## src/rcs_pkg.sv

```systemverilog
// Shared types and constants for the range to CIDR prefix splitter.
// No dependencies; every other file of the block imports this package.
package rcs_pkg;

  // Fixed field widths of the request and result channels
  localparam int FIELD_BITS = 32;
  localparam int LEN_BITS   = 6;

  // Depth of the request queue between front and back (power of two)
  localparam int QDEPTH = 2;

  // Most prefixes given for one request; only wider address settings can exceed it
  localparam int RESULT_CAP = 62;

  typedef struct packed {
    logic [FIELD_BITS-1:0] range_low;
    logic [FIELD_BITS-1:0] range_high;
  } rcs_in_t;

  typedef struct packed {
    logic [FIELD_BITS-1:0] prefix_addr;
    logic [LEN_BITS-1:0]   prefix_len;
    logic                  last_prefix;
  } rcs_out_t;

  // Queue status seen by both its producer and its consumer
  typedef struct packed {
    logic full;
    logic nempty;
  } rcs_qstat_t;

endpackage

```

## src/range_to_cidr_splitter.sv

```systemverilog
// Range to CIDR splitter: takes an inclusive address range and returns the
// minimal ascending list of aligned prefixes that covers it, the final one
// flagged by last_prefix; a range whose low is not below its high gives no
// prefix. Requests pass a front stage into a two-entry queue, so new ranges
// are taken while the back still walks an earlier one. The back tests one
// candidate block per cycle while the output register can take a prefix:
// a fitting block is a prefix, a misfit halves the size limit, and a
// 32-bit range gives up to 62 prefixes. Wider address settings stop after
// 62 prefixes, drop the rest and flag none of them by last_prefix.
// Depends on rcs_pkg, rcs_front, rcs_queue and rcs_back.
module range_to_cidr_splitter import rcs_pkg::*; #(
  parameter int ADDR_BITS = 32
) (
  input  logic     clk,
  input  logic     rst_n,
  input  logic     in_valid,
  output logic     in_stall,
  input  rcs_in_t  in_data,
  output logic     out_valid,
  input  logic     out_stall,
  output rcs_out_t out_data
);

  logic                   push, pop;
  logic [2*ADDR_BITS-1:0] push_data, pop_data;
  rcs_qstat_t             qstat;

  // request intake and classification
  rcs_front #(.ADDR_BITS(ADDR_BITS)) u_front (
    .clk       (clk),
    .rst_n     (rst_n),
    .in_valid  (in_valid),
    .in_stall  (in_stall),
    .in_data   (in_data),
    .qstat     (qstat),
    .push      (push),
    .push_data (push_data)
  );

  // decoupling queue
  rcs_queue #(.WIDTH(2 * ADDR_BITS)) u_queue (
    .clk       (clk),
    .rst_n     (rst_n),
    .push      (push),
    .push_data (push_data),
    .pop       (pop),
    .pop_data  (pop_data),
    .qstat     (qstat)
  );

  // prefix walk
  rcs_back #(.ADDR_BITS(ADDR_BITS)) u_back (
    .clk       (clk),
    .rst_n     (rst_n),
    .qstat     (qstat),
    .pop       (pop),
    .pop_data  (pop_data),
    .out_valid (out_valid),
    .out_stall (out_stall),
    .out_data  (out_data)
  );

endmodule

```

## src/rcs_queue.sv

```systemverilog
// Short request queue that decouples the front from the back of the splitter.
// Depends on rcs_pkg for its depth and status struct.
module rcs_queue import rcs_pkg::*; #(
  parameter int WIDTH = 64
) (
  input  logic             clk,
  input  logic             rst_n,
  input  logic             push,
  input  logic [WIDTH-1:0] push_data,
  input  logic             pop,
  output logic [WIDTH-1:0] pop_data,
  output rcs_qstat_t       qstat
);

  localparam int PW = (QDEPTH > 1) ? $clog2(QDEPTH) : 1;
  localparam int CW = $clog2(QDEPTH + 1);

  logic [WIDTH-1:0] mem_r [QDEPTH];
  logic [PW-1:0]    wr_ptr_r, wr_ptr_nxt;
  logic [PW-1:0]    rd_ptr_r, rd_ptr_nxt;
  logic [CW-1:0]    cnt_r, cnt_nxt;

  // status
  assign qstat.full   = (cnt_r == CW'(QDEPTH));
  assign qstat.nempty = (cnt_r != '0);
  assign pop_data     = mem_r[rd_ptr_r];

  // pointer and fill count
  always_comb begin
    wr_ptr_nxt = wr_ptr_r;
    rd_ptr_nxt = rd_ptr_r;
    cnt_nxt    = cnt_r;
    if (push) begin
      wr_ptr_nxt = wr_ptr_r + PW'(1);
    end
    if (pop) begin
      rd_ptr_nxt = rd_ptr_r + PW'(1);
    end
    unique case ({push, pop})
      2'b10:   cnt_nxt = cnt_r + CW'(1);
      2'b01:   cnt_nxt = cnt_r - CW'(1);
      default: cnt_nxt = cnt_r;
    endcase
  end

  always_ff @(posedge clk) begin
    if (!rst_n) begin
      wr_ptr_r <= '0;
      rd_ptr_r <= '0;
      cnt_r    <= '0;
    end else begin
      wr_ptr_r <= wr_ptr_nxt;
      rd_ptr_r <= rd_ptr_nxt;
      cnt_r    <= cnt_nxt;
    end
  end

  // storage, no reset needed
  always_ff @(posedge clk) begin
    if (push) begin
      mem_r[wr_ptr_r] <= push_data;
    end
  end

  a_no_overflow: assert property (@(posedge clk) disable iff (!rst_n)
    push |-> (!qstat.full || pop))
    else $error("queue written while full");

  a_no_underflow: assert property (@(posedge clk) disable iff (!rst_n)
    pop |-> qstat.nempty)
    else $error("queue read while empty");

endmodule

```

## src/rcs_front.sv

```systemverilog
// Front of the splitter: takes a request, trims it to the address width and
// drops empty ranges; non-empty ones go to the request queue. Uses rcs_pkg.
module rcs_front import rcs_pkg::*; #(
  parameter int ADDR_BITS = 32
) (
  input  logic                   clk,
  input  logic                   rst_n,
  input  logic                   in_valid,
  output logic                   in_stall,
  input  rcs_in_t                in_data,
  input  rcs_qstat_t             qstat,
  output logic                   push,
  output logic [2*ADDR_BITS-1:0] push_data
);

  logic                 vld_r, vld_nxt;
  logic                 keep_r;
  logic [ADDR_BITS-1:0] low_r, high_r;
  logic [ADDR_BITS-1:0] low_w, high_w;
  logic                 free_w, take_w;

  // trim or zero-extend to the address width
  assign low_w  = ADDR_BITS'(in_data.range_low);
  assign high_w = ADDR_BITS'(in_data.range_high);

  // stage empties when its request is dropped or moves into the queue
  assign push      = vld_r && keep_r && !qstat.full;
  assign push_data = {low_r, high_r};
  assign free_w    = !vld_r || !keep_r || !qstat.full;
  assign in_stall  = !free_w;
  assign take_w    = in_valid && free_w;

  always_comb begin
    vld_nxt = vld_r;
    if (take_w) begin
      vld_nxt = 1'b1;
    end else if (free_w) begin
      vld_nxt = 1'b0;
    end
  end

  always_ff @(posedge clk) begin
    if (!rst_n) begin
      vld_r <= 1'b0;
    end else begin
      vld_r <= vld_nxt;
    end
  end

  // payload and classification: only low below high gives any prefix
  always_ff @(posedge clk) begin
    if (take_w) begin
      low_r  <= low_w;
      high_r <= high_w;
      keep_r <= (low_w < high_w);
    end
  end

  a_push_nonempty: assert property (@(posedge clk) disable iff (!rst_n)
    push |-> (low_r < high_r))
    else $error("empty range pushed to queue");

endmodule

```

## src/rcs_back.sv

```systemverilog
// Back of the splitter: walks one range per request, one candidate block a
// cycle unless stalled, and holds each prefix in an output register. Uses rcs_pkg.
module rcs_back import rcs_pkg::*; #(
  parameter int ADDR_BITS = 32
) (
  input  logic                   clk,
  input  logic                   rst_n,
  input  rcs_qstat_t             qstat,
  output logic                   pop,
  input  logic [2*ADDR_BITS-1:0] pop_data,
  output logic                   out_valid,
  input  logic                   out_stall,
  output rcs_out_t               out_data
);

  localparam int LW = $clog2(ADDR_BITS + 1);
  localparam int NW = $clog2(RESULT_CAP);

  logic                 busy_r, busy_nxt;
  logic [ADDR_BITS-1:0] cur_r, cur_nxt;
  logic [ADDR_BITS-1:0] top_r, top_nxt;
  logic [ADDR_BITS-1:0] lim_r, lim_nxt;
  logic [NW-1:0]        cnt_r, cnt_nxt;
  logic                 out_vld_r, out_vld_nxt;
  rcs_out_t             out_r, out_nxt;

  logic [ADDR_BITS-1:0] cand, sum, hi;
  logic [LW-1:0]        ones, len_w;
  logic                 fits, is_last, out_space, step, emit, cap_hit, done;

  // candidate block: host bits below cur's lowest set bit, capped by limit
  always_comb begin
    cand    = ((cur_r - ADDR_BITS'(1)) & ~cur_r) & lim_r;
    sum     = cur_r + cand;
    fits    = (sum <= top_r);
    is_last = (sum == top_r);
    // mask is a run of low ones: its top bit gives the host bit count
    hi   = cand & ~(cand >> 1);
    ones = '0;
    for (int i = 0; i < ADDR_BITS; i++) begin
      if (hi[i]) begin
        ones = ones | LW'(i + 1);
      end
    end
    len_w = LW'(ADDR_BITS) - ones;
  end

  // sequencing; the walk also ends once RESULT_CAP prefixes have gone out
  assign out_space = !out_vld_r || !out_stall;
  assign step      = busy_r && out_space;
  assign emit      = step && fits;
  assign cap_hit   = (cnt_r == NW'(RESULT_CAP - 1));
  assign done      = emit && (is_last || cap_hit);
  assign pop       = qstat.nempty && (!busy_r || done);

  always_comb begin
    busy_nxt = busy_r;
    cur_nxt  = cur_r;
    top_nxt  = top_r;
    lim_nxt  = lim_r;
    cnt_nxt  = cnt_r;
    if (pop) begin
      busy_nxt = 1'b1;
      cur_nxt  = pop_data[2*ADDR_BITS-1:ADDR_BITS];
      top_nxt  = pop_data[ADDR_BITS-1:0];
      lim_nxt  = '1;
      cnt_nxt  = '0;
    end else if (done) begin
      busy_nxt = 1'b0;
    end else if (step) begin
      if (fits) begin
        cur_nxt = sum + ADDR_BITS'(1);
        cnt_nxt = cnt_r + NW'(1);
      end else begin
        // too big now means too big for the rest of the range
        lim_nxt = cand >> 1;
      end
    end
  end

  // output register
  always_comb begin
    out_vld_nxt = out_vld_r;
    out_nxt     = out_r;
    if (emit) begin
      out_vld_nxt         = 1'b1;
      out_nxt.prefix_addr = FIELD_BITS'(cur_r);
      out_nxt.prefix_len  = LEN_BITS'(7'(len_w));
      out_nxt.last_prefix = is_last;
    end else if (!out_stall) begin
      out_vld_nxt = 1'b0;
    end
  end

  assign out_valid = out_vld_r;
  assign out_data  = out_r;

  always_ff @(posedge clk) begin
    if (!rst_n) begin
      busy_r    <= 1'b0;
      out_vld_r <= 1'b0;
    end else begin
      busy_r    <= busy_nxt;
      out_vld_r <= out_vld_nxt;
    end
  end

  always_ff @(posedge clk) begin
    cur_r <= cur_nxt;
    top_r <= top_nxt;
    lim_r <= lim_nxt;
    cnt_r <= cnt_nxt;
    out_r <= out_nxt;
  end

  a_cur_in_range: assert property (@(posedge clk) disable iff (!rst_n)
    busy_r |-> (cur_r <= top_r))
    else $error("current address passed range end");

  a_lim_thermo: assert property (@(posedge clk) disable iff (!rst_n)
    busy_r |-> ((lim_r & (lim_r + ADDR_BITS'(1))) == '0))
    else $error("size limit is not a low mask");

endmodule

```

## config.mk

```make
export PLATFORM = sky130hd
export DESIGN_NAME = range_to_cidr_splitter
export DESIGN_NICKNAME = d
export VERILOG_FILES = /design/src/rcs_pkg.sv /design/src/range_to_cidr_splitter.sv /design/src/rcs_queue.sv /design/src/rcs_front.sv /design/src/rcs_back.sv
export SDC_FILE = /design/constraint.sdc
export NUM_CORES = 1
export LEC_CHECK = 0
export BUFFER_PORTS_ARGS = -buffer_cell sky130_fd_sc_hd__buf_2
export CELL_PAD_IN_SITES_DETAIL_PLACEMENT = 2
export CELL_PAD_IN_SITES_GLOBAL_PLACEMENT = 2
export CORE_MARGIN = 5
export CORE_UTILIZATION = 43
export CTS_CLUSTER_DIAMETER = 120
export CTS_CLUSTER_SIZE = 20
export DETAILED_ROUTE_END_ITERATION = 16
export GPL_TIMING_DRIVEN = 1
export PLACE_DENSITY = 0.89
export SYNTH_ARGS = -nofsm -noshare
export SYNTH_HDL_FRONTEND = slang
export SYNTH_SLANG_ARGS = --single-unit
```

## constraint.sdc

```tcl
create_clock -name clk -period 9.3 [get_ports clk]
set_input_delay 2.79 -clock clk [delete_from_list [all_inputs] [get_ports clk]]
set_output_delay 2.79 -clock clk [all_outputs]
set_load 0.05 [all_outputs]
```

==> results by group <==
Outcome
  – Outcome: completed

Route
  – Vias per inst: 5.82
  – Final WL: between 50000 and 60000 µm
  – 1st-pass router iterations: 6
  – Post-DR wirelength/cell: around 26 µm
  – Met3 routed WL: between 1500 and 2000 µm
  – Top routing layer in use: met4
  – DRC Markers: 0
  – Vias after detailed routing: about 12000
  – WL met2: 26600 µm
  – Antenna Nets Post-Route: 0
  – Starting DRT DRC Count: about 710
  – Met1 wire length: ~23000 µm

Floorplan
  – Boundary pin count: 109
  – Starting Density: 0.437
  – Core area: between 0.03 and 0.04 mm²
  – Die Ht: roughly 210 µm
  – Die width: 209 µm
  – Die area: 0.0436 mm²
  – Num rows: about 70

Placed design
  – Final Wtd Congestion: approximately 0.85
  – Post-DP HPWL: 40100 µm
  – Cells after DPL: around 2000
  – Pre-CTS setup slack: ~0.36 ns
  – Number of I/O port buffers: 108
  – Area post-placement: between 0.015 and 0.02 mm²

Timing
  – Fin crit share: 0.957
  – Period minus WS final: around 9 ns
  – RSZ-0062 raised after global routing: no
  – Max Clock Skew: 0.0256 ns
  – Slew Limit Fails: 0
  – Setup ws final: around 0.4 ns
  – Final hold violations: 0
  – Worst-margin pin slew: ~1.2 ns
  – Final setup TNS: 0 ns
  – Worst rel slew slack: 0.197
  – Final setup fails: 0
  – Fmax: 0.112 GHz

Synthesis
  – Seq/Total Area, Yosys: 0.578
  – Syn_nets: approximately 1500
  – Distinct cells, synth: 109
  – Leading area contributor after synthesis: edfxtp_1
  – Area share of the largest cell type after synthesis: 0.524
  – Yosys warns: 0
  – Avg Synthesized Cell Area: 12.5 µm²
  – Cells after Synth: between 1000 and 1500
  – Area contributors post-synth: edfxtp_1, ha_1, dfxtp_1, nand2_1, mux2_2
  – Synth Flop Type: edfxtp_1
  – Synthesized flop and latch total: 342
  – Post-synth EDFFs: slightly below 300
  – Async SR Flop Fraction: 0
  – Post-synthesis cell area: about 0.017 mm²

Power
  – PD cells: about 320 mW/mm²
  – Pleak: 7.25 nW
  – Tot Pwr: around 6.0 mW
  – Worst VDD drop: roughly 180 µV

Clock tree
  – CTS root buffer: clkbuf_16
  – Clk Latency, worst-skew pair: 0.56 ns
  – H-tree depth reported by CTS: 1
  – Worst-path clk slew: about 0.09 ns
  – TritonCTS clock tree: built
  – Bufs on Longest Clock Path: 3
  – Clock buffer count from CTS: 21
  – CTS sink cnt: 342

Layout
  – Area delta synth->final: 10.3%
  – Layout cells sized above 1: 0.161
  – Diode count: 0
  – Non-filler cells, final: 2000
  – Nets: about 1600
  – Fill cells: between 3000 and 4000
  – Design area: between 0.015 and 0.02 mm²

Flow run
  – Max-Cap Viols: 0

Worst setup path
  – Worst Setup Path Type: flop to flop
  – Crit path DAT: 9.13 ns
  – CP Capture Type: flop
  – Slowest CP cell: or4_1
  – Critical Path RT: 9.53 ns
  – Most used cell, CP: nor3_1
  – CP max stage delay: roughly 0.73 ns
  – CP bufs+invs: 3
  – Worst Setup Start Kind: flop
  – Top Family by Delay on Critical Path: simple AND/OR/NAND/NOR gates
  – Worst-path maximum fanout: 84

Global routing
  – Initial antenna violation count: 0
  – Pin count of the biggest net entering global routing: 85
  – GRT Total Usage: 0.236
  – Overflow after GRT: 0
  – Global-route wire length before repair: between 80000 and 90000 µm
  – Number of global-route vias before repair: between 10000 and 15000

Min path
  – HP Class: flop to flop
stage by stage:
stage,utilization,hold slack [ns]
floorplan,-,0.416
global placement,0.466,0.425
finish,0.482,0.455
CTS,0.482,0.451
global route,0.482,0.473
detailed placement,0.466,0.435
cell type report:
class / count / area (µm²) / area share
flip-flops and latches: 342 / 9810 / 0.524
multi-input cells: 882 / 6660 / 0.355
well taps: 518 / 648 / 0.0346
repair buffers: 119 / 623 / 0.0333
clock buffers: 36 / 582 / 0.0311
inverters: 101 / 382 / 0.0204
clock inverters: 2 / 28.8 / 0.00154
worst min-delay path: cells and delay by family, from the launching register on:
family / cells / cell delay [ns]
simple gates: 2 / 0.11
flops: 1 / 0.32
synthesized netlist by cell type, drive strengths merged (7+ instances only):
cell type and number:
dfxtp 46, xnor2 40, edfxtp 296, nand4 29, nand2 103, buf 12
nor2b 24, a31oi 8, nor3 31, and2 16, nand2b 21, ha 97
a21oi 63, and3 16, xor2 17, a21o 31, inv 101, a21boi 8
o311ai 13, nor2 67, o21ai 41, mux2i 29, nand3 30, mux2 34
nor4 19, o211ai 25, or2 7, clkbuf 25, a211oi 22, o21a 9
routing by layer:
layer | global-route usage | up-vias
li1 | - | 5311
met1 | 0.306 | 6008
met2 | 0.422 | 252
met3 | 0.0246 | 78
met4 | 0.0684 | 0
met5 | 0 | -
power by group:
| group | switching [mW] | internal (mW) |
|---|---|---|
| combinational | 1.78 | 0.856 |
| clock | 0.514 | 0.436 |
| sequential | 0.290 | 2.17 |
what timing repair did:
item | 4_1_cts | 5_1_grt
endpoints found under the setup margin | 1 | 20
pin swaps | 0 | 1
buffers inserted | 0 | 1
hold buffers | 0 | 0
gates resized for setup | 1 | 1
placed cells by master, fill, tap and decap left out, drive strengths merged, types with 34 or more instances in the layout:
| cell type | count |
|---|---|
| edfxtp | 296 |
| buf | 119 |
| nand2 | 103 |
| inv | 103 |
| ha | 97 |
| nor2 | 67 |
| a21oi | 63 |
| dfxtp | 46 |
| o21ai | 41 |
| xnor2 | 40 |
| clkbuf | 36 |
| mux2 | 34 |
logic make-up after synthesis:
group                      synth area share
and+or+nand+nor                       0.127
DFF                                   0.578
other                              0.000221
buffers and inverters                0.0334
AOI/OAI and AO/OA                     0.116
adders and majority gates            0.0727
muxes                                0.0397
xor gates and xnor gates             0.0334
registers in the layout, indices dropped and copies added, names as in the netlist, 2 cells and up, named ones only:
register and count:
u_front.high_r 32, u_back.lim_r 32, u_back.top_r 32, u_queue.mem_r 128, u_queue.cnt_r 2, u_back.out_data 39, u_back.cnt_r 6, u_front.low_r 32
u_back.cur_r 32
path summary, 6_finish.rpt:
kind / startpoint / cells past startpoint / to / slack [ns]
setup reg to reg: u_back.cur_r[2]$_DFFE_PP_ / 26 / u_back.cur_r[25]$_DFFE_PP_ / 0.40
hold reg to reg: u_back.lim_r[31]$_SDFFE_PN1P_ / 2 / u_back.lim_r[31]$_SDFFE_PN1P_ / 0.46
hold / removal: u_back.lim_r[31]$_SDFFE_PN1P_ / 2 / u_back.lim_r[31]$_SDFFE_PN1P_ / 0.46
setup / recovery: u_back.cur_r[2]$_DFFE_PP_ / 26 / u_back.cur_r[25]$_DFFE_PP_ / 0.40
Note: power is estimated with default switching activity, not from simulation.
